**config.mk**
```make
export PLATFORM = sky130hd
export DESIGN_NAME = heater_temperature_pid_controller
export DESIGN_NICKNAME = d
export VERILOG_FILES = /design/src/design/htpid_pkg.sv /design/src/design/htpid_div.sv /design/src/design/htpid_ctrl.sv /design/src/design/htpid_dp.sv /design/src/design/heater_temperature_pid_controller.sv
export SDC_FILE = /design/constraint.sdc
export NUM_CORES = 2
export LEC_CHECK = 0
export ABC_AREA = 1
export BUFFER_PORTS_ARGS = -buffer_cell sky130_fd_sc_hd__buf_2
export CAP_MARGIN = 0
export CORE_MARGIN = 2
export CORE_UTILIZATION = 60
export CTS_CLUSTER_DIAMETER = 40
export CTS_CLUSTER_SIZE = 25
export DETAILED_ROUTE_END_ITERATION = 10
export HOLD_SLACK_MARGIN = 0.1
export PLACE_DENSITY = 0.76
export REMOVE_ABC_BUFFERS = 1
export SLEW_MARGIN = 20
export SYNTH_ARGS = -nofsm -noshare
export SYNTH_HDL_FRONTEND = slang
export SYNTH_SLANG_ARGS = --single-unit
```
**constraint.sdc**
```tcl
create_clock -name clk_i -period 9.4 [get_ports clk_i]
set_input_delay 0.47 -clock clk_i [delete_from_list [all_inputs] [get_ports clk_i]]
set_output_delay 0.47 -clock clk_i [all_outputs]
set_load 0.005 [all_outputs]
```
**src/design/htpid_pkg.sv**
```systemverilog
// Package: shared types, constants and the calibration table of the heater PID block.
`default_nettype none
package htpid_pkg;

  localparam int ADC_BITS   = 12;
  localparam int TEMP_W     = 15;
  localparam int DUTY_W     = 15;
  localparam int TGT_W      = 15;
  localparam int GAIN_W     = 16;
  localparam int ILIM_W     = 8;
  localparam int TOL_W      = 7;
  localparam int CFG_IDX_W  = 3;
  localparam int CFG_DATA_W = 16;
  localparam int CAL_DEG_W  = 9;
  localparam int FRAC_W     = 6;
  localparam int ERR_W      = 17;
  localparam int DERR_W     = 18;
  localparam int PROD_W     = GAIN_W + 1 + DERR_W;
  localparam int ACC_W      = PROD_W + 2;
  localparam int INTEG_W    = 17;
  localparam int PREV_W     = 16;
  localparam int Q_W        = TEMP_W;
  localparam int NUM_W      = ADC_BITS + CAL_DEG_W + FRAC_W;
  localparam int DUTY_MAX   = 25600;
  localparam int CAL_ROWS   = 14;

  typedef struct packed {
    logic                sensor_sel;
    logic [ADC_BITS-1:0] adc_sample;
  } in_item_t;

  typedef struct packed {
    logic [TEMP_W-1:0] temperature;
    logic              target_reached;
    logic [DUTY_W-1:0] heater_duty;
  } out_item_t;

  typedef enum logic [CFG_IDX_W-1:0] {
    CFG_EXT_TGT = 3'd0,
    CFG_BED_TGT = 3'd1,
    CFG_GAIN_P  = 3'd2,
    CFG_GAIN_I  = 3'd3,
    CFG_GAIN_D  = 3'd4,
    CFG_ILIM    = 3'd5,
    CFG_TOL     = 3'd6
  } cfg_idx_e;

  typedef enum logic [3:0] {
    ST_IDLE, ST_FILT, ST_SRCH, ST_DMUL, ST_DGO, ST_DWAIT, ST_TEMP,
    ST_ERR, ST_MP, ST_MI, ST_MD, ST_SUM, ST_FLAG, ST_OUT
  } state_e;

  typedef enum logic [3:0] {
    OP_NONE, OP_LOAD, OP_FILT, OP_SRCH, OP_DMUL, OP_DGO, OP_DWAIT, OP_TEMP,
    OP_ERR, OP_MP, OP_MI, OP_MD, OP_SUM, OP_FLAG, OP_OUT
  } dp_op_e;

  typedef struct packed {
    dp_op_e op;
  } dp_cmd_t;

  typedef struct packed {
    logic srch_hit;    // clamped below first or at/above last row
    logic srch_found;  // segment located
    logic div_done;
    logic is_ext;
    logic out_free;
  } dp_status_t;

  typedef struct packed {
    logic [ADC_BITS-1:0]  adc_ext;
    logic [ADC_BITS-1:0]  adc_bed;
    logic [CAL_DEG_W-1:0] deg;
  } cal_row_t;

  // default thermistor table; rows past the end repeat the last one
  function automatic cal_row_t calib_row(input int unsigned r);
    cal_row_t row;
    case (r)
      0:       row = '{12'd860,  12'd60,   9'd300};
      1:       row = '{12'd1849, 12'd95,   9'd248};
      2:       row = '{12'd2208, 12'd119,  9'd226};
      3:       row = '{12'd2711, 12'd215,  9'd198};
      4:       row = '{12'd2960, 12'd293,  9'd183};
      5:       row = '{12'd3332, 12'd447,  9'd163};
      6:       row = '{12'd3568, 12'd641,  9'd145};
      7:       row = '{12'd3711, 12'd865,  9'd131};
      8:       row = '{12'd3870, 12'd1408, 9'd105};
      9:       row = '{12'd3960, 12'd1906, 9'd86};
      10:      row = '{12'd4032, 12'd2732, 9'd64};
      11:      row = '{12'd4062, 12'd3352, 9'd42};
      12:      row = '{12'd4070, 12'd3755, 9'd22};
      default: row = '{12'd4080, 12'd4085, 9'd0};
    endcase
    return row;
  endfunction

endpackage
`default_nettype wire

```
**src/design/htpid_div.sv**
```systemverilog
// Restoring divider, one quotient bit per cycle; quotient known to fit Q_W bits.
`default_nettype none
module htpid_div (
  input  wire logic                         clk_i,
  input  wire logic                         rst_ni,
  input  wire logic                         start_i,
  input  wire logic [htpid_pkg::NUM_W-1:0]  num_i,
  input  wire logic [htpid_pkg::ADC_BITS-1:0] den_i,
  output logic                              done_o,
  output logic [htpid_pkg::Q_W-1:0]         quot_o
);
  import htpid_pkg::*;

  localparam int CNT_W = $clog2(Q_W + 1);

  logic [ADC_BITS-1:0] rem_q, rem_d;
  logic [Q_W-1:0]      low_q, low_d, quot_q, quot_d;
  logic [CNT_W-1:0]    cnt_q, cnt_d;
  logic                busy_q, busy_d, done_q, done_d;
  logic [ADC_BITS:0]   rem_sh, rem_sub;
  logic                qbit;

  always_comb begin
    rem_sh  = {rem_q, low_q[Q_W-1]};
    rem_sub = rem_sh - {1'b0, den_i};
    qbit    = rem_sh >= {1'b0, den_i};
  end

  always_comb begin
    rem_d  = rem_q;
    low_d  = low_q;
    quot_d = quot_q;
    cnt_d  = cnt_q;
    busy_d = busy_q;
    done_d = 1'b0;
    if (start_i) begin
      rem_d  = num_i[NUM_W-1:Q_W];
      low_d  = num_i[Q_W-1:0];
      cnt_d  = CNT_W'(Q_W);
      busy_d = 1'b1;
    end else if (busy_q) begin
      rem_d  = qbit ? rem_sub[ADC_BITS-1:0] : rem_sh[ADC_BITS-1:0];
      low_d  = {low_q[Q_W-2:0], 1'b0};
      quot_d = {quot_q[Q_W-2:0], qbit};
      cnt_d  = cnt_q - CNT_W'(1);
      if (cnt_q == CNT_W'(1)) begin
        busy_d = 1'b0;
        done_d = 1'b1;
      end
    end
  end

  always_ff @(posedge clk_i or negedge rst_ni) begin
    if (!rst_ni) begin
      busy_q <= 1'b0;
      done_q <= 1'b0;
      cnt_q  <= '0;
    end else begin
      busy_q <= busy_d;
      done_q <= done_d;
      cnt_q  <= cnt_d;
    end
  end

  always_ff @(posedge clk_i) begin
    rem_q  <= rem_d;
    low_q  <= low_d;
    quot_q <= quot_d;
  end

  assign done_o = done_q;
  assign quot_o = quot_q;
endmodule
`default_nettype wire

```
**src/design/htpid_ctrl.sv**
```systemverilog
// Sequencer: steps one item through filter, table search, divide, PID and flag.
`default_nettype none
module htpid_ctrl (
  input  wire logic                    clk_i,
  input  wire logic                    rst_ni,
  input  wire logic                    in_valid_i,
  output logic                         in_ready_o,
  input  wire htpid_pkg::dp_status_t   status_i,
  output htpid_pkg::dp_cmd_t           cmd_o
);
  import htpid_pkg::*;

  state_e state_q, state_d;

  always_comb begin
    state_d = state_q;
    unique case (state_q)
      ST_IDLE:  if (in_valid_i) state_d = ST_FILT;
      ST_FILT:  state_d = ST_SRCH;
      ST_SRCH: begin
        if (status_i.srch_hit) state_d = status_i.is_ext ? ST_ERR : ST_FLAG;
        else if (status_i.srch_found) state_d = ST_DMUL;
      end
      ST_DMUL:  state_d = ST_DGO;
      ST_DGO:   state_d = ST_DWAIT;
      ST_DWAIT: if (status_i.div_done) state_d = ST_TEMP;
      ST_TEMP:  state_d = status_i.is_ext ? ST_ERR : ST_FLAG;
      ST_ERR:   state_d = ST_MP;
      ST_MP:    state_d = ST_MI;
      ST_MI:    state_d = ST_MD;
      ST_MD:    state_d = ST_SUM;
      ST_SUM:   state_d = ST_FLAG;
      ST_FLAG:  state_d = ST_OUT;
      ST_OUT:   if (status_i.out_free) state_d = ST_IDLE;
      default:  state_d = ST_IDLE;
    endcase
  end

  always_comb begin
    in_ready_o = 1'b0;
    cmd_o.op   = OP_NONE;
    unique case (state_q)
      ST_IDLE: begin
        in_ready_o = 1'b1;
        if (in_valid_i) cmd_o.op = OP_LOAD;
      end
      ST_FILT:  cmd_o.op = OP_FILT;
      ST_SRCH:  cmd_o.op = OP_SRCH;
      ST_DMUL:  cmd_o.op = OP_DMUL;
      ST_DGO:   cmd_o.op = OP_DGO;
      ST_DWAIT: cmd_o.op = OP_DWAIT;
      ST_TEMP:  cmd_o.op = OP_TEMP;
      ST_ERR:   cmd_o.op = OP_ERR;
      ST_MP:    cmd_o.op = OP_MP;
      ST_MI:    cmd_o.op = OP_MI;
      ST_MD:    cmd_o.op = OP_MD;
      ST_SUM:   cmd_o.op = OP_SUM;
      ST_FLAG:  cmd_o.op = OP_FLAG;
      ST_OUT:   cmd_o.op = OP_OUT;
      default:  cmd_o.op = OP_NONE;
    endcase
  end

  always_ff @(posedge clk_i or negedge rst_ni) begin
    if (!rst_ni) begin
      state_q <= ST_IDLE;
    end else begin
      state_q <= state_d;
    end
  end
endmodule
`default_nettype wire

```
**src/design/htpid_dp.sv**
```systemverilog
// Datapath: config registers, filters, table interpolation, PID and output register.
`default_nettype none
module htpid_dp #(
  parameter int TABLE_ROWS   = 14,
  parameter int SENSOR_COUNT = 2
) (
  input  wire logic                             clk_i,
  input  wire logic                             rst_ni,
  input  wire htpid_pkg::dp_cmd_t               cmd_i,
  output htpid_pkg::dp_status_t                 status_o,
  input  wire htpid_pkg::in_item_t              in_item_i,
  input  wire logic                             out_ready_i,
  output logic                                  out_valid_o,
  output htpid_pkg::out_item_t                  out_item_o,
  input  wire logic                             cfg_we_i,
  input  wire logic [htpid_pkg::CFG_IDX_W-1:0]  cfg_idx_i,
  input  wire logic [htpid_pkg::CFG_DATA_W-1:0] cfg_data_i
);
  import htpid_pkg::*;

  localparam int IDX_W = (TABLE_ROWS > 1) ? $clog2(TABLE_ROWS) : 1;
  localparam int FI_W  = (SENSOR_COUNT > 1) ? $clog2(SENSOR_COUNT) : 1;

  // configuration
  logic [TGT_W-1:0]  ext_tgt_q, bed_tgt_q;
  logic [GAIN_W-1:0] gp_q, gi_q, gd_q;
  logic [ILIM_W-1:0] ilim_q;
  logic [TOL_W-1:0]  tol_q;

  always_ff @(posedge clk_i or negedge rst_ni) begin
    if (!rst_ni) begin
      ext_tgt_q <= '0;
      bed_tgt_q <= '0;
      gp_q      <= '0;
      gi_q      <= '0;
      gd_q      <= '0;
      ilim_q    <= ILIM_W'(100);
      tol_q     <= '0;
    end else if (cfg_we_i) begin
      case (cfg_idx_i)
        CFG_EXT_TGT: ext_tgt_q <= cfg_data_i[TGT_W-1:0];
        CFG_BED_TGT: bed_tgt_q <= cfg_data_i[TGT_W-1:0];
        CFG_GAIN_P:  gp_q      <= cfg_data_i[GAIN_W-1:0];
        CFG_GAIN_I:  gi_q      <= cfg_data_i[GAIN_W-1:0];
        CFG_GAIN_D:  gd_q      <= cfg_data_i[GAIN_W-1:0];
        CFG_ILIM:    ilim_q    <= cfg_data_i[ILIM_W-1:0];
        CFG_TOL:     tol_q     <= cfg_data_i[TOL_W-1:0];
        default:     ;
      endcase
    end
  end

  // item capture and per-sensor filter
  logic                sel_q;
  logic [ADC_BITS-1:0] raw_q, fv_q;
  logic [ADC_BITS-1:0] filt_q [SENSOR_COUNT];
  logic [FI_W-1:0]     fi;
  logic [ADC_BITS+3:0] fsum;

  always_comb begin
    if (SENSOR_COUNT > 1 && 32'(sel_q) < SENSOR_COUNT) fi = FI_W'(sel_q);
    else fi = FI_W'(SENSOR_COUNT - 1);
    fsum = {filt_q[fi], 4'b0} - {4'b0, filt_q[fi]} + {4'b0, raw_q};
  end

  always_ff @(posedge clk_i or negedge rst_ni) begin
    if (!rst_ni) begin
      for (int s = 0; s < SENSOR_COUNT; s++) filt_q[s] <= '1;
    end else if (cmd_i.op == OP_FILT) begin
      filt_q[fi] <= fsum[ADC_BITS+3:4];
    end
  end

  // table search over rows, one row a cycle
  logic [IDX_W-1:0]     idx_q;
  cal_row_t             row_cur, row_prev, row_first, row_last;
  logic [ADC_BITS-1:0]  adc_cur, adc_prev, adc_first, adc_last;
  logic                 lo_clamp, hi_clamp;
  logic [ADC_BITS-1:0]  a0_q, a1_q;
  logic [CAL_DEG_W-1:0] t0_q, t1_q;

  always_comb begin
    row_cur   = calib_row(32'(idx_q));
    row_prev  = calib_row(32'(idx_q - IDX_W'(1)));
    row_first = calib_row(0);
    row_last  = calib_row(32'(TABLE_ROWS - 1));
    adc_cur   = sel_q ? row_cur.adc_bed   : row_cur.adc_ext;
    adc_prev  = sel_q ? row_prev.adc_bed  : row_prev.adc_ext;
    adc_first = sel_q ? row_first.adc_bed : row_first.adc_ext;
    adc_last  = sel_q ? row_last.adc_bed  : row_last.adc_ext;
    lo_clamp  = fv_q < adc_first;
    hi_clamp  = fv_q >= adc_last;
  end

  // interpolation
  logic [NUM_W-1:0]     num_q;
  logic [ADC_BITS-1:0]  den_q, span;
  logic [CAL_DEG_W-1:0] dt;
  logic                 inc_q, flat_q;
  logic                 div_done;
  logic [Q_W-1:0]       quot;
  logic [TEMP_W-1:0]    temp_q, base;

  always_comb begin
    span = fv_q - a0_q;
    dt   = (t1_q >= t0_q) ? t1_q - t0_q : t0_q - t1_q;
    base = {t0_q, {FRAC_W{1'b0}}};
  end

  htpid_div u_div (
    .clk_i   (clk_i),
    .rst_ni  (rst_ni),
    .start_i (cmd_i.op == OP_DGO),
    .num_i   (num_q),
    .den_i   (den_q),
    .done_o  (div_done),
    .quot_o  (quot)
  );

  // PID
  logic signed [ERR_W-1:0]  err_q, err_d;
  logic signed [DERR_W-1:0] derr_q, derr_d;
  logic signed [PROD_W-1:0] prod_q, prod_d;
  logic signed [ACC_W-1:0]  p_q, it_sum, o_sum, it_clamp, o_clamp;
  logic [INTEG_W-1:0]       it_q, integ_q;
  logic signed [PREV_W-1:0] prev_q;
  logic [DUTY_W-1:0]        duty_q;
  logic [GAIN_W-1:0]        mul_gain;
  logic signed [DERR_W-1:0] mul_val;
  logic signed [ACC_W-1:0]  prod_sc, ilim_ext;

  always_comb begin
    err_d  = $signed({2'b0, ext_tgt_q}) - $signed({2'b0, temp_q});
    derr_d = DERR_W'(err_q) - DERR_W'(prev_q);
    case (cmd_i.op)
      OP_MI:   begin mul_gain = gi_q; mul_val = DERR_W'(err_q); end
      OP_MD:   begin mul_gain = gd_q; mul_val = derr_q;         end
      default: begin mul_gain = gp_q; mul_val = DERR_W'(err_q); end
    endcase
    prod_d   = PROD_W'($signed({1'b0, mul_gain})) * PROD_W'(mul_val);
    prod_sc  = ACC_W'(prod_q >>> FRAC_W);
    ilim_ext = $signed({{(ACC_W-ILIM_W-8){1'b0}}, ilim_q, 8'b0});
    it_sum   = $signed({{(ACC_W-INTEG_W){1'b0}}, integ_q}) + prod_sc;
    if (it_sum > ilim_ext) it_clamp = ilim_ext;
    else if (it_sum < 0) it_clamp = '0;
    else it_clamp = it_sum;
    o_sum = p_q + $signed({{(ACC_W-INTEG_W){1'b0}}, it_q}) + prod_sc;
    if (o_sum > ACC_W'(DUTY_MAX)) o_clamp = ACC_W'(DUTY_MAX);
    else if (o_sum < 0) o_clamp = '0;
    else o_clamp = o_sum;
  end

  // target flag
  logic [TEMP_W+6:0]       lhs_q;
  logic signed [TGT_W+8:0] rhs_q;
  logic [TGT_W-1:0]        tgt_sel;
  logic signed [7:0]       tol_fac;
  logic                    reached;
  logic                    out_valid_q, out_free;
  out_item_t               out_q;

  always_comb begin
    tgt_sel  = sel_q ? bed_tgt_q : ext_tgt_q;
    tol_fac  = 8'sd100 - $signed({1'b0, tol_q});
    reached  = $signed({2'b0, lhs_q}) >= $signed({rhs_q[TGT_W+8], rhs_q});
    out_free = !out_valid_q || out_ready_i;
  end

  always_ff @(posedge clk_i or negedge rst_ni) begin
    if (!rst_ni) begin
      integ_q     <= '0;
      prev_q      <= '0;
      duty_q      <= '0;
      out_valid_q <= 1'b0;
    end else begin
      if (cmd_i.op == OP_SUM) begin
        prev_q <= err_q[PREV_W-1:0];
        if (ext_tgt_q == '0) begin
          integ_q <= '0;
          duty_q  <= '0;
        end else begin
          integ_q <= it_q;
          duty_q  <= o_clamp[DUTY_W-1:0];
        end
      end
      if (cmd_i.op == OP_OUT && out_free) out_valid_q <= 1'b1;
      else if (out_ready_i) out_valid_q <= 1'b0;
    end
  end

  always_ff @(posedge clk_i) begin
    case (cmd_i.op)
      OP_LOAD: begin
        sel_q <= in_item_i.sensor_sel;
        raw_q <= in_item_i.adc_sample;
      end
      OP_FILT: begin
        fv_q  <= fsum[ADC_BITS+3:4];
        idx_q <= '0;
      end
      OP_SRCH: begin
        if (idx_q == '0) begin
          if (lo_clamp) temp_q <= {row_first.deg, {FRAC_W{1'b0}}};
          else if (hi_clamp) temp_q <= {row_last.deg, {FRAC_W{1'b0}}};
          idx_q <= IDX_W'(1);
        end else if (fv_q < adc_cur) begin
          a0_q <= adc_prev;
          a1_q <= adc_cur;
          t0_q <= row_prev.deg;
          t1_q <= row_cur.deg;
        end else begin
          idx_q <= idx_q + IDX_W'(1);
        end
      end
      OP_DMUL: begin
        num_q  <= (NUM_W'(span) * NUM_W'(dt)) << FRAC_W;
        den_q  <= a1_q - a0_q;
        inc_q  <= t1_q >= t0_q;
        flat_q <= (a1_q <= a0_q) || (fv_q < a0_q);
      end
      OP_TEMP: begin
        if (flat_q) temp_q <= base;
        else if (inc_q) temp_q <= base + quot;
        else temp_q <= base - quot;
      end
      OP_ERR: begin
        err_q <= err_d;
      end
      OP_MP: begin
        derr_q <= derr_d;
        prod_q <= prod_d;
      end
      OP_MI: begin
        p_q    <= prod_sc;
        prod_q <= prod_d;
      end
      OP_MD: begin
        it_q   <= it_clamp[INTEG_W-1:0];
        prod_q <= prod_d;
      end
      OP_FLAG: begin
        lhs_q <= (TEMP_W+7)'(temp_q) * (TEMP_W+7)'(7'd100);
        rhs_q <= (TGT_W+9)'($signed({1'b0, tgt_sel})) * (TGT_W+9)'(tol_fac);
      end
      OP_OUT: begin
        if (out_free) begin
          out_q.temperature    <= temp_q;
          out_q.target_reached <= reached;
          out_q.heater_duty    <= duty_q;
        end
      end
      default: ;
    endcase
  end

  assign status_o.srch_hit   = (cmd_i.op == OP_SRCH) && (idx_q == '0) && (lo_clamp || hi_clamp);
  assign status_o.srch_found = (cmd_i.op == OP_SRCH) && (idx_q != '0) && (fv_q < adc_cur);
  assign status_o.div_done   = div_done;
  assign status_o.is_ext     = !sel_q;
  assign status_o.out_free   = out_free;
  assign out_valid_o         = out_valid_q;
  assign out_item_o          = out_q;
endmodule
`default_nettype wire

```
**src/design/heater_temperature_pid_controller.sv**
```systemverilog
// Top level: heater thermistor conversion and extruder PID controller.
`default_nettype none
// Channel  Dir  Handshake           Payload
// in       in   in_valid/in_ready   in_item_t  {sensor_sel, adc_sample}
// out      out  out_valid/out_ready out_item_t {temperature, target_reached, heater_duty}
// cfg      in   cfg_we (no wait)    cfg_idx, cfg_data (16 bit)
//
// One item at a time. An item passes accept, filter and table search, then interpolation
// when a segment is found, PID for an extruder item, then flag and output. The table search
// walks one row a cycle; an interpolated segment uses the shared restoring divider, and an
// extruder item steps through error, P, I, D and sum of PID with one multiplier.
// Reset is asynchronous, active low; filters come up at full scale, PID state at zero.
// The output register holds a result until taken; the next item is accepted meanwhile,
// and only the final load waits for the output register to free up.
module heater_temperature_pid_controller #(
  parameter int TABLE_ROWS   = 14,
  parameter int SENSOR_COUNT = 2
) (
  input  wire logic                             clk_i,
  input  wire logic                             rst_ni,
  input  wire logic                             in_valid_i,
  output logic                                  in_ready_o,
  input  wire htpid_pkg::in_item_t              in_item_i,
  output logic                                  out_valid_o,
  input  wire logic                             out_ready_i,
  output htpid_pkg::out_item_t                  out_item_o,
  input  wire logic                             cfg_we_i,
  input  wire logic [htpid_pkg::CFG_IDX_W-1:0]  cfg_idx_i,
  input  wire logic [htpid_pkg::CFG_DATA_W-1:0] cfg_data_i
);
  import htpid_pkg::*;

  dp_cmd_t    cmd;
  dp_status_t status;

  // sequencer
  htpid_ctrl u_ctrl (
    .clk_i      (clk_i),
    .rst_ni     (rst_ni),
    .in_valid_i (in_valid_i),
    .in_ready_o (in_ready_o),
    .status_i   (status),
    .cmd_o      (cmd)
  );

  // datapath with config registers and output register
  htpid_dp #(
    .TABLE_ROWS   (TABLE_ROWS),
    .SENSOR_COUNT (SENSOR_COUNT)
  ) u_dp (
    .clk_i       (clk_i),
    .rst_ni      (rst_ni),
    .cmd_i       (cmd),
    .status_o    (status),
    .in_item_i   (in_item_i),
    .out_ready_i (out_ready_i),
    .out_valid_o (out_valid_o),
    .out_item_o  (out_item_o),
    .cfg_we_i    (cfg_we_i),
    .cfg_idx_i   (cfg_idx_i),
    .cfg_data_i  (cfg_data_i)
  );

  // an accepted item keeps the port closed while it is worked on
  a_busy_after_accept: assert property (@(posedge clk_i) disable iff (!rst_ni)
    in_valid_i && in_ready_o |=> !in_ready_o)
    else $error("input accepted again while an item is in work");

  // divider finishes only while the sequencer waits for it
  a_div_done_in_wait: assert property (@(posedge clk_i) disable iff (!rst_ni)
    status.div_done |-> cmd.op == OP_DWAIT)
    else $error("divider result outside its wait step");

  // duty never leaves its clamp range
  a_duty_range: assert property (@(posedge clk_i) disable iff (!rst_ni)
    out_valid_o |-> out_item_o.heater_duty <= DUTY_W'(DUTY_MAX))
    else $error("heater duty above full scale");
endmodule
`default_nettype wire

```
==> impl_results.md <==
- Share of cells above drive strength 1: 6.61%
- Post-synth top area share: between 10% and 20%
- Critical Path Most Common Cell: fa_1
- Outcome: finished clean
- Setup violations, final: 0
- Netlist cell types: between 60 and 70
- Critical path buffers and inverters: 8
- Max-Cap Viols: 0
- Reg area: 0.0153 mm2
- Core Rows: between 100 and 150
- Die footprint: 0.0882 mm2
- Setup repair bufs after CTS: 0
- H-Tree Depth: 3
- Root buf cell: clkbuf_16
- Routed wire length: 129 mm
- Clock tree buffer depth: 3
- Global route overflow: 0
- CP max stage delay: 0.83 ns
- Initial core utilization: roughly three fifths
- CTS sink cnt: 549
- Async S/R FF share, synth: between 30 and 40%
- Max Fanout on Critical Path: 33
- DRC: 0
- Seq/Total Area, Yosys: 29.7%
- Largest delay contributor family on the critical path: adder cells
- Setup TNS: 0 ns
- ANT nets after route: 0
- Total GRT Usage: 29.7%
- DR WL/cell: 17.4 um
- Fin crit period: approximately 8.1 ns
- Critical path required time: 9.79 ns
- Clk slew on worst S/H paths: 0.06 ns
- Final HPWL DP: 102 mm
- Synth warnings: 0
- Largest net degree at the start of global routing: 98
- IO Port Bufs: 69
- Antenna Cells: 0
- Min-delay worst type: in -> reg
- Synth cell count leaders: 1343 x nand2_1, 1218 x inv_1, 509 x nor2_1
- WS Path Type: reg -> reg
- Top post-synthesis cells by area: edfxtp_1 20%, fa_1 18%, ha_1 11%
- Max Slew Vio Count: 0
- EDFF count, synth: between 300 and 400
- Clock latency at the later pin of the worst-skew pair: 0.66 ns
- Core area: ~0.085 mm2
- Fill cell count: 7003
- Gpl congestion: 0.957
- Gate Count Post-Synth: 6106
- Arrival time worst endpoint: 8.47 ns
- Initial DRC Count: about 3600
- Synth-to-Final Area Change: 8.87%
- TritonCTS clock tree: built
- CTS buffer count: 83
- Critical Path Source Type: flop
- Worst Skew: ~0.028 ns
- Initial antenna violation count: 2
- Top Ports: 70
- Mean post-synth cell area: approximately 8.4 um2
- Max Clk Rate: about 120 MHz
- Max_slew headroom: about a quarter
- Number of global-route vias before repair: 41200
- Initial DRT Pass Iterations: 6
- Final count of hold timing violations: 0
- Post-Syn Area: 0.0515 mm2
- Via-to-Cell Ratio: 5.53
- Most frequent cell after synthesis: nand2_1
- Synthesized flop and latch total: roughly 550
- Die Height: slightly below 300 um
- Setup crit end kind: flop
- CP max-delay cell: a21oi_1
- Largest area contributor in the netlist: edfxtp_1
- Die W: 297 um
- Worst Tran Pin Value: 1.09 ns
- Multi-input gate area: 0.0310 mm2
- Most common flop cell mapped by yosys: edfxtp_1
- Via count: 41000
- Nets: 7175
- RSZ-0062 raised after global routing: no
- First-pass GRT wire length: 211 mm
- Fin crit share: 86.0%
==> per-layer routing <==
| metal | GRT usage, % | up-vias | wire length [um] |
|---|---|---|---|
| li1 | - | 19500 | - |
| met1 | 39.9 | 19700 | 54300 |
| met2 | 49.5 | 1542 | 60800 |
| met3 | 4.41 | 280 | 9160 |
| met4 | 10.5 | 0 | 4740 |
| met5 | 0 | - | 0 |
==> stage by stage <==
stage	cell area (um2)	util, %	hold WS [ns]	setup WS, ns	instances
5_1_grt	56100	65.9	0.183	0.756	7407
3_3_place_gp	53100	62.3	0.386	1.63	7237
6_report	56100	65.9	0.187	1.32	7407
3_5_place_dp	53100	62.3	0.392	1.43	7237
2_1_floorplan	51000	-	0.174	0.516	5989
4_1_cts	56100	65.9	0.165	1.43	7407
==> tightest hold or removal path, delay by kind of cell <==
family	cells	cell delay [ns]
buffers and inverters	2	0.24
AO/OA/AOI/OAI	1	0.09
==> logic make-up (layout without fill, tap and decap cells) <==
group                      Yosys count  in the layout  synth area share, %
xor gates and xnor gates           202            202                 3.43
and+or+nand+nor                   2234           2234                 17.7
other                                1              1              0.00728
adders and majority gates          946            946                 29.9
DFF                                549            549                 29.7
buffers and inverters             1363           1520                 10.2
AOI/OAI and AO/OA                  810            810                 9.00
muxes                                1              1               0.0194
==> cell type report <==
class	instances	area share, %
multi-input cells	4194	55.3
well taps	1144	2.55
clock buffers	90	3.90
repair buffers	118	1.36
clock inverters	66	1.23
inverters	1246	8.34
flip-flops and latches	549	27.3
==> flip-flops by register name, indices dropped and copies added, names as in the netlist, 16 cells and up <==
register,flops
u_dp.derr_q,17
u_dp.err_q,16
u_dp.filt_q,24
u_dp.gd_q,16
u_dp.gi_q,16
u_dp.gp_q,16
u_dp.integ_q,17
u_dp.it_q,17
u_dp.lhs_q,20
u_dp.num_q,21
u_dp.out_item_o,31
u_dp.p_q,29
u_dp.prev_q,16
u_dp.prod_q,29
u_dp.rhs_q,24
u_dp.row_cur,33
==> path summary, 6_finish.rpt <==
kind / start / cells past startpoint / end / slack, ns
worst max register to register: u_ctrl.state_q[1] / 26 / u_dp.prod_q[33] / 1.32
min in group asynchronous: rst_ni / 2 / u_dp.u_div.cnt_q[2] / 0.53
worst max-delay path: u_ctrl.state_q[1] / 26 / u_dp.prod_q[33] / 1.32
worst min register to register: u_dp.row_cur[1] / 0 / u_dp.t1_q[1] / 0.41
worst min-delay path: cfg_data_i[15] / 3 / u_dp.gi_q[15] / 0.19
max in group asynchronous: rst_ni / 3 / u_dp.integ_q[12] / 7.63
==> timing repair <==
| item | 4_1_cts | 5_1_grt |
|---|---|---|
| gates resized for setup | 0 | 0 |
| hold buffers | 14 | 0 |
| endpoints found under the hold margin | 83 | 0 |
==> layout by cell type (no fill, tap or decap), drive strengths merged, types with 91 or more instances in the layout <==
| master | netlist | routed |
|---|---|---|
| nand2 | 1358 | 1358 |
| inv | 1237 | 1277 |
| nor2 | 541 | 541 |
| fa | 476 | 476 |
| ha | 470 | 470 |
| o21ai | 366 | 366 |
| edfxtp | 340 | 340 |
| a21oi | 268 | 268 |
| nand3 | 185 | 185 |
| dfrtp | 149 | 149 |
| xor2 | 141 | 141 |
| buf | 53 | 103 |
| clkbuf | 64 | 91 |
Power is not shown: default switching activity piles up to over one toggle a cycle in this logic, so the estimate is an artifact.
